`config.mk`:
```
export PLATFORM = sky130hd
export DESIGN_NAME = hnbc_log2
export DESIGN_NICKNAME = d
export VERILOG_FILES = /design/src/rtl/core/hnbc_pkg.sv /design/src/rtl/core/hnbc_log2.sv
export SDC_FILE = /design/constraint.sdc
export NUM_CORES = 2
export LEC_CHECK = 0
export BUFFER_PORTS_ARGS = -buffer_cell sky130_fd_sc_hd__buf_2
export CAP_MARGIN = 20
export CORE_MARGIN = 3
export CORE_UTILIZATION = 25
export CTS_BUF_LIST = sky130_fd_sc_hd__clkbuf_16
export CTS_CLUSTER_DIAMETER = 80
export DETAILED_ROUTE_END_ITERATION = 10
export GPL_ROUTABILITY_DRIVEN = 0
export PLACE_DENSITY_LB_ADDON = 0.25
export SYNTH_ARGS = -nofsm -noshare
export SYNTH_HDL_FRONTEND = slang
export SYNTH_SLANG_ARGS = --single-unit
```
`constraint.sdc`:
```
create_clock -name clk -period 18.2 [get_ports clk]
set_input_delay 0.91 -clock clk [delete_from_list [all_inputs] [get_ports clk]]
set_output_delay 0.91 -clock clk [all_outputs]
set_load 0.05 [all_outputs]
```
`src/rtl/core/hnbc_pkg.sv`:
```
`timescale 1ns / 1ps
package hnbc_pkg;

  localparam int MAX_CLASSES  = 16;
  localparam int CLS_W        = 4;
  localparam int MAX_FEATURES = 1024;
  localparam int FEAT_W       = 10;
  localparam int POS_W        = 11;
  localparam int MAX_BINS     = 16;
  localparam int BIN_W        = 4;
  localparam int COUNT_BITS   = 20;
  localparam int ADDR_W       = CLS_W + FEAT_W + BIN_W;
  localparam int MEM_DEPTH    = MAX_CLASSES * MAX_FEATURES * MAX_BINS;

  // log2 unit: argument below 2^30, result k*4096 + frac in Q.12
  localparam int LOG_IN_W = 30;
  localparam int LOG_FRAC = 12;
  localparam int LOG_W    = 17;

  localparam int SCORE_W = 32;
  localparam int TERM_W  = 20;
  localparam logic signed [TERM_W-1:0] LOG_FLOOR = -20'sd136066;

  localparam int W_W   = 31;  // Q30 weight
  localparam int SUM_W = 35;
  localparam int DIV_W = 48;

  localparam logic [COUNT_BITS-1:0] COUNT_MAX = '1;

  // configuration register indexes
  localparam int CFG_IDX_W  = 3;
  localparam int CFG_DATA_W = 16;
  localparam logic [CFG_IDX_W-1:0] CFG_NUM_CLASSES  = 3'd0;
  localparam logic [CFG_IDX_W-1:0] CFG_NUM_FEATURES = 3'd1;
  localparam logic [CFG_IDX_W-1:0] CFG_NUM_BINS     = 3'd2;
  localparam logic [CFG_IDX_W-1:0] CFG_ALPHA        = 3'd3;
  localparam logic [CFG_IDX_W-1:0] CFG_TOP_N        = 3'd4;

  typedef struct packed {
    logic                start;
    logic [LOG_IN_W-1:0] arg;
  } log_req_t;

  typedef struct packed {
    logic             done;
    logic [LOG_W-1:0] value;
  } log_rsp_t;

  function automatic logic [COUNT_BITS-1:0] sat_inc(input logic [COUNT_BITS-1:0] v);
    return (v == COUNT_MAX) ? COUNT_MAX : v + 1'b1;
  endfunction

  function automatic logic signed [SCORE_W-1:0] sat_add(
    input logic signed [SCORE_W-1:0] a,
    input logic signed [TERM_W-1:0]  b
  );
    logic signed [SCORE_W:0] s;
    s = {a[SCORE_W-1], a} + {{(SCORE_W+1-TERM_W){b[TERM_W-1]}}, b};
    if (s[SCORE_W] != s[SCORE_W-1]) begin
      return s[SCORE_W] ? {1'b1, {(SCORE_W-1){1'b0}}} : {1'b0, {(SCORE_W-1){1'b1}}};
    end
    return s[SCORE_W-1:0];
  endfunction

  // 2^(-2^b/4096) in Q30
  function automatic logic [29:0] exp_tbl(input logic [3:0] b);
    logic [29:0] r;
    unique case (b)
      4'd0:    r = 30'd1073560137;
      4'd1:    r = 30'd1073378481;
      4'd2:    r = 30'd1073015261;
      4'd3:    r = 30'd1072289189;
      4'd4:    r = 30'd1070812183;
      4'd5:    r = 30'd1067937712;
      4'd6:    r = 30'd1062175491;
      4'd7:    r = 30'd1050733751;
      4'd8:    r = 30'd1028218693;
      4'd9:    r = 30'd984625594;
      4'd10:   r = 30'd902905651;
      4'd11:   r = 30'd759250125;
      default: r = '0;
    endcase
    return r;
  endfunction

endpackage

```
`src/rtl/core/hnbc_log2.sv`:
```
`timescale 1ns / 1ps
module hnbc_log2 import hnbc_pkg::*; (
  input  logic     clk,
  input  logic     rst,
  input  log_req_t req,
  output log_rsp_t rsp
);

  logic            busy;
  logic            done;
  logic [3:0]      step;
  logic [4:0]      k;
  logic [W_W-1:0]  m;
  logic [LOG_FRAC-1:0] r;
  logic [4:0]      msb;
  logic [2*W_W-1:0] sq;
  logic [W_W:0]    t;

  // msb position of the argument
  always_comb begin
    msb = '0;
    for (int i = 0; i < LOG_IN_W; i++) begin
      if (req.arg[i]) msb = 5'(i);
    end
  end

  assign sq = {{W_W{1'b0}}, m} * {{W_W{1'b0}}, m};
  assign t  = sq[2*W_W-1:W_W-1];

  always_ff @(posedge clk) begin
    if (rst) begin
      busy <= 1'b0;
      done <= 1'b0;
    end else begin
      done <= 1'b0;
      if (req.start) begin
        busy <= 1'b1;
        step <= '0;
        k    <= msb;
        m    <= W_W'({1'b0, req.arg} << (5'd30 - msb));
        r    <= '0;
      end else if (busy) begin
        // one squaring per cycle yields one fraction bit
        r    <= {r[LOG_FRAC-2:0], t[W_W]};
        m    <= t[W_W] ? t[W_W:1] : t[W_W-1:0];
        step <= step + 1'b1;
        if (step == 4'(LOG_FRAC - 1)) begin
          busy <= 1'b0;
          done <= 1'b1;
        end
      end
    end
  end

  assign rsp.done  = done;
  assign rsp.value = {k, r};

endmodule

```
==> results.md <==
- Layout Cells excl Fill: 4944
- Status: finished clean
- CTS sink cnt: 54
- Die Y: 359 um
- DR vias/cell: 4.40
- Number of setup buffers added after CTS: 0
- Die Width: 359 um
- Worst Hold Class: reg -> reg
- Total Neg Setup Slack: 0 ps
- Placed cells: 4933
- Post-Syn Area: 0.0312 mm2
- Number of enable flip-flop cells after synthesis: 52
- Cts-stage hold buffer count: 0
- Placement Setup Slack: 8900 ps
- Gr ovfl total: 0
- I/O pin count: 51
- H-tree depth: 2
- CTS tree: done
- Sequential cell area: 0.00160 mm2
- Register area share after synthesis: 5.13%
- CTS Root Cell: clkbuf_16
- Initial Util: 25.2%
- Vias in the first global route: 24024
- CP Data Required Time: 18350 ps
- Clk buf depth: 2
- Final nets: 4353
- Startpoint types: flop
- WL final: 90300 um
- Initial antenna violation count: 4
- FF-to-FF setup slack: 8890 ps
- Synth top area share: 47.9%
- WHS Path Cells: 1
- Die footprint: 0.129 mm2
- DR vias: 21736
- Mapped Avg Cell Area: 9.37 um2
- First-pass GRT wire length: 143000 um
- Area delta synth->final: 7.34%
- Critical path fanouts, max: 33
- WHS Endpoint: done
- #FFs+latches synth: 54
- Clock-pin slew on the worst setup and hold paths: 80 ps
- Most used flip-flop cell after synthesis: edfxtp_1
- Reg-to-Reg Start: m[15]
- Clk_skew: 10.8 ps
- Multi-input logic area: 0.0256 mm2
- Core area: 0.124 mm2
- Initial drt markers: 1101
- Largest net degree at the start of global routing: 61
- Crit Path Category: reg -> reg
- Final Hold Fails: 0
- Clk_lat worst skew: 310 ps
- Reg-to-Reg End: m[17]
- Detailed placement HPWL: 71600 um
- Synth unique cells: 77
- Final setup vio count: 0
- Top cells by area, synth: fa_1, inv_1, ha_1
- Tmin final: 9310 ps
- Total global routing track utilization: 14.3%
- Unrepaired setup endpoints after global routing: no
- Yosys Warn Count: 0
- Worst EP arrival: 9460 ps
- Setup WS post-layout: 8890 ps
- CTS Buf Count: 5
- CP Capture Type: flop
- Fmax: 107 MHz
- Resized Gates After CTS: 0
- Max-cap violation count: 0
- Area leader, netlist: fa_1
- Final number of max-transition violations: 0
- TritonRoute pass-1 iters: 5
- Synth Instances: 3334
- Hold Startpoint: busy
- Period utilization: 51.1%
- DRC: 0
- Slew margin rel.: 31.4%
- Layout cell share with drive strength beyond 1: 4.72%
- Layout filler cell count: 13291
- Synthesized Nets: 4383
- Routed Antenna Nets: 0
- Per-cell routed wire length: 18.3 um
- R2R depth: 25
- Actual slew at the worst max-slew pin: 1020 ps
- Row count: 129
- Post-synth ARST share: 0%
- IO buf count: 50
## synth_stat cells, drive strengths merged (16+ instances only)
| cell | n |
|---|---|
| inv | 928 |
| fa | 747 |
| nand2 | 324 |
| ha | 269 |
| and2 | 192 |
| clkbuf | 119 |
| nor2 | 100 |
| a21oi | 84 |
| edfxtp | 52 |
| o21ai | 49 |
| a21o | 38 |
| nand3 | 38 |
| xnor2 | 32 |
| mux2i | 29 |
| nor2b | 29 |
| and3 | 22 |
| mux4 | 22 |
| xor2 | 21 |
| nor3 | 19 |
| a211oi | 16 |
## logic make-up (layout without fill, tap and decap cells)
logic type / count (synthesis) / after routing / share of synthesized area, %
XOR/XNOR: 53 / 53 / 1.53
AND/OR/NAND/NOR: 780 / 780 / 12.1
flip-flops: 54 / 54 / 5.13
other: 0 / 2 / 0
buffers and inverters: 1062 / 1033 / 12.9
adder cells (fa/ha/maj): 1016 / 1016 / 58.7
AO/OA/AOI/OAI: 307 / 307 / 6.73
multiplexers: 62 / 62 / 2.95
## state kept, by name (all words and copies together) (netlist names)
register and cells:
m 31, r 12, k 5, step 4, busy 1, done 1
## metal layers
layer,GRT usage [%],vias up,share of wire (%)
met2,24.5,409,49
li1,-,10021,-
met4,2.23,0,1.3
met3,1.36,59,4.1
met1,19.8,11247,45
met5,0,-,0
## placed cells by master (no fill, tap or decap), drive strengths merged, types with 9 or more instances in the layout
master	count
inv	928
fa	747
nand2	324
ha	269
and2	192
nor2	100
buf	96
a21oi	84
edfxtp	52
o21ai	49
a21o	38
nand3	38
xnor2	32
nor2b	29
mux2i	29
and3	22
mux4	22
xor2	21
nor3	19
a211oi	16
nand4	14
o211ai	13
a31oi	13
mux2	11
nor4	10
a211o	9
## worst max path at each step
| stage | slack [ps] | cells past startpoint | startpoint | end |
|---|---|---|---|---|
| after floorplan | 10110 | 26 | m[12] | m[18] |
| after global placement | 9060 | 24 | m[27] | m[26] |
| after detailed placement | 8900 | 25 | m[15] | m[17] |
| after CTS | 8880 | 25 | m[15] | m[17] |
| after global routing | 8420 | 25 | m[15] | m[17] |
| final | 8890 | 25 | m[15] | m[17] |
## through the flow
step | cell area (um2) | hold WS (ps) | utilization (%)
finish | 33500 | 489 | 27.1
global route | 33500 | 520 | 27.1
CTS | 33500 | 490 | 27.1
detailed placement | 33300 | 480 | 26.9
global placement | 33300 | 470 | 26.9
floorplan | 31200 | 454 | -
## worst max-delay path: stages (launching register included)
cell and delay [ps]:
edfxtp_1 330, buf_4 430, clkinv_1 560, nor2_1 380
fa_1 510, fa_1 560, inv_1 60, fa_1 440
fa_1 540, inv_1 50, fa_1 440, fa_1 420
fa_1 530, fa_1 420, ha_1 350, a211o_1 330
a221oi_2 280, and3_1 200, o2111ai_2 300, a2111oi_4 520
o41ai_4 180, a31oi_4 280, xor2_2 140, buf_4 350
mux2_2 400, o211ai_1 80
## final cells by class
type	count	area share, %
Timing Repair Buffer	96	1.84
Sequential cell	54	4.78
Inverter	929	10.4
Multi-Input combinational cell	2218	76.4
Antenna cell	2	0.0149
Clock buffer	5	0.373
Clock inverter	3	0.0635
Tap cell	1637	6.11
Power is not shown: default switching activity piles up to over one toggle a cycle in this logic, so the estimate is an artifact.
